File: src/hw/rtl/assert_macros.svh
// assertion macros used by the lock rtl
// no dependencies; included by modules that carry concurrent checks
`ifndef ASSERT_MACROS_SVH
`define ASSERT_MACROS_SVH

// check that is skipped while reset is high
`define KCL_ASSERT(label, prop, msg) \
  label: assert property (@(posedge clk) disable iff (rst) (prop)) else $error(msg);

// check that also holds during reset
`define KCL_ASSERT_ALWAYS(label, prop, msg) \
  label: assert property (@(posedge clk) (prop)) else $error(msg);

`endif

File: src/hw/rtl/kcl_pkg.sv
// shared types and constants of the keypad code lock
// no dependencies; used by kcl_key_if, kcl_res_if, kcl_core, keypad_code_lock and the testbench
package kcl_pkg;

  localparam int CODE_LENGTH = 6;
  localparam int CNT_W = $clog2(CODE_LENGTH + 1);
  localparam int IDX_W = (CODE_LENGTH > 1) ? $clog2(CODE_LENGTH) : 1;

  localparam logic [3:0] MAX_DIGIT      = 4'd9;
  localparam logic [3:0] MAX_FAIL_RESET = 4'd3;

  typedef enum logic [2:0] {
    FN_DIGIT   = 3'd0,
    FN_CONFIRM = 3'd1,
    FN_CANCEL  = 3'd2,
    FN_CLOSE   = 3'd3,
    FN_MENU    = 3'd4,
    FN_CHANGE  = 3'd5,
    FN_MATCH   = 3'd6,
    FN_MISS    = 3'd7
  } func_t;

  typedef enum logic [3:0] {
    ST_NONE        = 4'd0,
    ST_DIGIT       = 4'd1,
    ST_IGNORED     = 4'd2,
    ST_FORMAT_ERR  = 4'd3,
    ST_CODE_SET    = 4'd4,
    ST_CORRECT     = 4'd5,
    ST_WRONG       = 4'd6,
    ST_CANCELLED   = 4'd7,
    ST_CLOSED      = 4'd8,
    ST_MENU        = 4'd9,
    ST_FINGER_OPEN = 4'd10,
    ST_FINGER_MISS = 4'd11
  } status_t;

  typedef enum logic [1:0] {
    MD_IDLE   = 2'd0,
    MD_READ   = 2'd1,
    MD_CHANGE = 2'd2
  } mode_t;

  typedef struct packed {
    func_t      func;
    logic [3:0] digit;
  } key_t;

  typedef struct packed {
    status_t    status;
    logic       door_open;
    logic       alarm;
    mode_t      entry_mode;
    logic [2:0] entered_count;
    logic       first_use_flag;
  } lock_res_t;

endpackage

File: src/hw/rtl/kcl_core.sv
// lock state and the one-request step function
// depends on kcl_pkg
module kcl_core
  import kcl_pkg::*;
(
  input  logic      clk,
  input  logic      rst,
  input  logic      step,
  input  key_t      key,
  input  logic [3:0] max_fail,
  output lock_res_t res
);

  logic [3:0]       stored_code [CODE_LENGTH];
  logic [3:0]       entry_digits [CODE_LENGTH];
  logic [CNT_W-1:0] entry_count, entry_count_next;
  mode_t            mode_reg, mode_reg_next;
  logic             code_unset, code_unset_next;
  logic [3:0]       fail_count, fail_count_next;
  logic             relay, relay_next;

  status_t          status;
  logic             alarm;
  logic             dig_we;
  logic [IDX_W-1:0] wr_idx;
  logic             code_set;
  logic             match;
  logic [4:0]       fail_inc;
  logic             digit_ok;
  logic             room;

  always_comb begin
    match = 1'b1;
    for (int k = 0; k < CODE_LENGTH; k++) begin
      if (stored_code[k] != entry_digits[k]) match = 1'b0;
    end
  end

  assign digit_ok = (key.digit <= MAX_DIGIT);
  assign room     = (entry_count < CNT_W'(CODE_LENGTH));
  assign fail_inc = {1'b0, fail_count} + 5'd1;

  always_comb begin
    entry_count_next = entry_count;
    mode_reg_next    = mode_reg;
    code_unset_next  = code_unset;
    fail_count_next  = fail_count;
    relay_next       = relay;
    status           = ST_IGNORED;
    alarm            = 1'b0;
    dig_we           = 1'b0;
    code_set         = 1'b0;
    wr_idx           = entry_count[IDX_W-1:0];
    if (mode_reg == MD_IDLE) begin
      unique case (key.func)
        FN_DIGIT: begin
          if (digit_ok) begin
            dig_we           = 1'b1;
            wr_idx           = '0;
            entry_count_next = CNT_W'(1);
            mode_reg_next    = MD_READ;
            status           = ST_DIGIT;
          end
        end
        FN_CLOSE: begin
          relay_next = 1'b0;
          status     = ST_CLOSED;
        end
        FN_MENU: begin
          fail_count_next = '0;
          status          = ST_MENU;
        end
        FN_CHANGE: begin
          entry_count_next = '0;
          mode_reg_next    = MD_CHANGE;
          status           = ST_NONE;
        end
        FN_MATCH: begin
          relay_next = 1'b1;
          status     = ST_FINGER_OPEN;
        end
        FN_MISS: status = ST_FINGER_MISS;
        default: status = ST_IGNORED;
      endcase
    end else begin
      case (key.func)
        FN_DIGIT: begin
          if (digit_ok && room) begin
            dig_we           = 1'b1;
            entry_count_next = entry_count + CNT_W'(1);
            status           = ST_DIGIT;
          end
        end
        FN_CONFIRM: begin
          if (room) begin
            status = ST_FORMAT_ERR;
          end else begin
            if (mode_reg == MD_CHANGE) begin
              code_set        = 1'b1;
              code_unset_next = 1'b0;
              status          = ST_CODE_SET;
            end else if (match) begin
              relay_next = 1'b1;
              status     = ST_CORRECT;
            end else begin
              // wrong code: alarm once the limit is reached, then restart count
              if (fail_inc >= {1'b0, max_fail}) begin
                alarm           = 1'b1;
                fail_count_next = '0;
              end else begin
                fail_count_next = fail_inc[3:0];
              end
              status = ST_WRONG;
            end
            mode_reg_next    = MD_IDLE;
            entry_count_next = '0;
          end
        end
        FN_CANCEL: begin
          if (entry_count != '0) begin
            entry_count_next = entry_count - CNT_W'(1);
            status           = ST_CANCELLED;
          end else if (code_unset) begin
            status = ST_IGNORED;
          end else begin
            mode_reg_next = MD_IDLE;
            status        = ST_CANCELLED;
          end
        end
        default: status = ST_IGNORED;
      endcase
    end
  end

  always_ff @(posedge clk) begin
    if (rst) begin
      entry_count <= '0;
      mode_reg    <= MD_CHANGE;
      code_unset  <= 1'b1;
      fail_count  <= '0;
      relay       <= 1'b0;
      for (int k = 0; k < CODE_LENGTH; k++) stored_code[k] <= '0;
    end else if (step) begin
      entry_count <= entry_count_next;
      mode_reg    <= mode_reg_next;
      code_unset  <= code_unset_next;
      fail_count  <= fail_count_next;
      relay       <= relay_next;
      if (code_set) begin
        for (int k = 0; k < CODE_LENGTH; k++) stored_code[k] <= entry_digits[k];
      end
    end
  end

  // entry buffer holds nothing meaningful until written
  always_ff @(posedge clk) begin
    if (step && dig_we) entry_digits[wr_idx] <= key.digit;
  end

  always_comb begin
    res.status         = status;
    res.door_open      = relay_next;
    res.alarm          = alarm;
    res.entry_mode     = mode_reg_next;
    res.entered_count  = 3'(entry_count_next);
    res.first_use_flag = code_unset_next;
  end

endmodule

File: config.mk
export PLATFORM = sky130hd
export DESIGN_NAME = kcl_core
export DESIGN_NICKNAME = d
export VERILOG_FILES = /design/src/hw/rtl/assert_macros.svh /design/src/hw/rtl/kcl_pkg.sv /design/src/hw/rtl/kcl_core.sv
export SDC_FILE = /design/constraint.sdc
export NUM_CORES = 1
export LEC_CHECK = 0
export BUFFER_PORTS_ARGS = -buffer_cell sky130_fd_sc_hd__buf_2
export CAP_MARGIN = 40
export CORE_ASPECT_RATIO = 2
export CORE_MARGIN = 2
export CORE_UTILIZATION = 55
export CTS_CLUSTER_SIZE = 12
export DETAILED_ROUTE_END_ITERATION = 8
export HOLD_SLACK_MARGIN = 0.08
export PLACE_DENSITY = 0.8
export SETUP_SLACK_MARGIN = 0.3
export SLEW_MARGIN = 20
export SYNTH_ARGS = -nofsm -noshare
export SYNTH_HDL_FRONTEND = slang
export SYNTH_SLANG_ARGS = --single-unit
export TNS_END_PERCENT = 100
File: constraint.sdc
create_clock -name clk -period 4.4 [get_ports clk]
set_clock_uncertainty 0.2 [all_clocks]
set_input_delay 0.22 -clock clk [delete_from_list [all_inputs] [get_ports clk]]
set_output_delay 0.22 -clock clk [all_outputs]
set_load 0.05 [all_outputs]
==> run summary <==
* result of the run: completed
* most common cell after layout, fill and taps aside: edfxtp_1
* slew of the pin with the lowest slew margin: 531 ps
* drt wl/cell: 17.8 um
* number of antenna-violating nets in the routed design: 0
* Clock Pin Slew Worst Setup and Hold Paths: 50 ps
* placed instance area: 3310 um^2
* die width: 57.8 um
* detailed-route DRC error count: 0
* Post-layout nets: 336
* max-slew violation count: 0
* commonest cells after routing, fill and taps aside: edfxtp_1 (48), buf_2 (25), and2_1 (24)
* final routed wirelength across all metal layers: 6.77 mm
* count of boundary I/O pins: 26
* Port-buffer cells: 25
* P_leak: 1.35 nW
* total power divided by cell area: 368 nW/um^2
* data required time of the worst path: 3980 ps
* flip-flop and latch area: 1660 um^2
* registers with the highest flip-flop counts: entry_digits: 24 flops, stored_code: 24 flops, fail_count: 4 flops
* Post-Syn Area: 3190 um^2
* unrepaired setup endpoints after global routing: false
* gr usage total: 0.228
* Core Region: 5660 um^2
* TritonCTS clock tree: done
* maximum VDD drop: 0.000374 V
* via count: 2,245
* row count: 39
* type of the tightest min-delay check: input port to flip-flop
* prevailing post-synth register cell: edfxtp_1
* first drt pass iteration count: 4
* clk sink count: 59
* filler instances: 477
* area of the die: 6460 um^2
* upper clock frequency limit: 0.350 GHz
* per-cell via count in the routed design: 5.91
* Critical Path Slowest Stage Cell: dfxtp_1
* die span in y: 112 um
* leftover overflow at the end of global routing: 0
* CTS buffer count: 9
* tightest slew margin relative to the limit: 0.643
* clock insertion delay at the later pin of the skew report: 320 ps
* cells after synthesis: 287
* distinct cell type count of the synthesized netlist: 54
* initial antenna violation count: 0
* area occupied by multi-input gates: 1390 um^2
* final weighted congestion of routability-driven global placement: 0.972
* setup tns final: 0 ps
* maximum buffer depth of the clock tree: 2
* Post-CTS Repair Setup Buffers: 0
* depth of the CTS H-tree: 3
* largest stage delay on the critical path: 600 ps
* Post-Syn Area per Cell: 11.1 um^2
* period utilisation layout: 0.649
* fin crit period: 2860 ps
* drt first-iter violations: 108
* Initial Utilization: 0.563
* Non-Filler Cell Area, Final: 3630 um^2
* Max FO, Critical Path: 14
* net count after synthesis: 309
* CP cell instances: nand2_1 > a211oi_1 > nor3_1 > a31oi_1 > nor2b_1 > buf_2
* count of final setup violators: 0
* arrival time at the worst endpoint: 2440 ps
* wire length of the first global-routing pass: 10.8 mm
* sort of element at the end of the critical path: output port
* overall power of the completed layout: 1.34 mW
* number of global-route vias before repair: 2,230
* maximum number of pins on one net before global-route repair: 25
* share of synthesized registers carrying an async set or reset: 0
* count of endpoints failing hold in the final timing report: 0
* critical path launch point type: flip-flop
* number of antenna repair diodes: 0
* count of flip-flops with a built-in enable after synthesis: 48
* clock root buffer: clkbuf_16
* fraction of the yosys area taken by sequential cells: 0.521
* proportion of layout cells with a drive suffix above 1: 0.172
* # Max-Cap Violations: 0
* Area Growth Syn to Fin: 14.0%
* DP HPWL: 5.04 mm
* yosys warns: 0
* critical path class: flip-flop to output port
* total of flip-flops plus latches after synthesis: 59
-- worst paths after layout --
path	endpoint	slack, ps	startpoint	cells after the start
worst max-delay path	res[1]	1540	entry_count[2]$_SDFFE_PP0P_	6
worst min-delay path	entry_count[1]$_SDFFE_PP0P_	100	step	3
worst max register to register	stored_code[4][1]$_SDFFCE_PN0P_	1890	entry_count[2]$_SDFFE_PP0P_	5
worst min register to register	fail_count[3]$_SDFFE_PP0P_	320	fail_count[3]$_SDFFE_PP0P_	2
-- logic make-up (layout without fill, tap and decap cells) --
group                      Yosys count  after routing  share of synthesized area
and+or+nand+nor                    113            113                      0.218
DFF                                 59             59                      0.521
AOI/OAI and AO/OA                   53             53                      0.106
xor gates and xnor gates            26             26                     0.0714
buffers and inverters               25             57                     0.0432
adders and majority gates            8              8                     0.0314
muxes                                3              3                    0.00942
-- power breakdown --
part,leakage [nW],internal (mW),switching [mW]
clock network,0.123,0.376,0.244
registers,0.553,0.613,0.00547
logic,0.671,0.0329,0.0679
total,1.35,1.02,0.317
-- critical path: cells and delay by family, from the launching register on --
family | cells | cell delay (ps)
simple gates | 3 | 590
compound gates | 2 | 650
flops | 1 | 600
buf+inv | 1 | 270
-- timing repair --
| item | CTS | global route |
|---|---|---|
| hold buffers | 5 | 0 |
| hold endpoints to repair | 25 | 0 |
| gates resized for setup | 0 | 0 |
-- cell usage after synthesis, types with 2 or more instances --
cell | n | area (um^2)
nor2_1 | 16 | 60.1
nor4_1 | 9 | 56.3
inv_1 | 6 | 22.5
a211oi_1 | 3 | 22.5
o22ai_1 | 3 | 18.8
nand3_1 | 5 | 25.0
clkbuf_1 | 5 | 18.8
a21o_1 | 3 | 22.5
nor4_4 | 3 | 63.8
or4_1 | 2 | 15.0
nand3b_1 | 3 | 22.5
nand2b_1 | 12 | 75.1
o22a_1 | 2 | 17.5
o2bb2ai_1 | 2 | 17.5
ha_1 | 8 | 100
nand2_1 | 14 | 52.6
xnor2_1 | 9 | 78.8
buf_6 | 3 | 33.8
nor3_1 | 8 | 40.0
and2_1 | 24 | 150
nor2b_1 | 3 | 18.8
a21oi_1 | 13 | 65.1
o21ai_1 | 6 | 30.0
o21ai_0 | 6 | 30.0
buf_2 | 4 | 20.0
xor2_1 | 17 | 149
dfxtp_1 | 11 | 220
a31oi_1 | 6 | 37.5
buf_4 | 4 | 30.0
a211o_1 | 2 | 17.5
mux2i_1 | 3 | 30.0
edfxtp_1 | 48 | 1440
nand4_1 | 3 | 18.8
-- through the flow --
step	utilization	hold slack, ps	std cells	setup WS [ps]
6_report	0.642	103	380	1540
5_1_grt	0.642	128	380	1360
4_1_cts	0.641	95.7	379	1550
3_5_place_dp	0.585	298	358	1880
3_3_place_gp	0.579	295	355	1720
2_1_floorplan	-	119	287	1790
-- layout make-up --
class	instances	share of cell area
sequential	59	0.457
multi-input combinational	203	0.382
clock buffer	9	0.0620
timing repair buffer	34	0.0578
tap	61	0.0210
clock inverter	7	0.0124
inverter	7	0.00723
-- per-layer routing --
metal	global-route usage	vias up	share of wire
met4	0.161	0	0.065
met2	0.406	74	0.55
met3	0.0383	32	0.030
li1	-	1096	-
met5	0	-	0
met1	0.226	1043	0.35
Note: power is estimated with default switching activity, not from simulation.
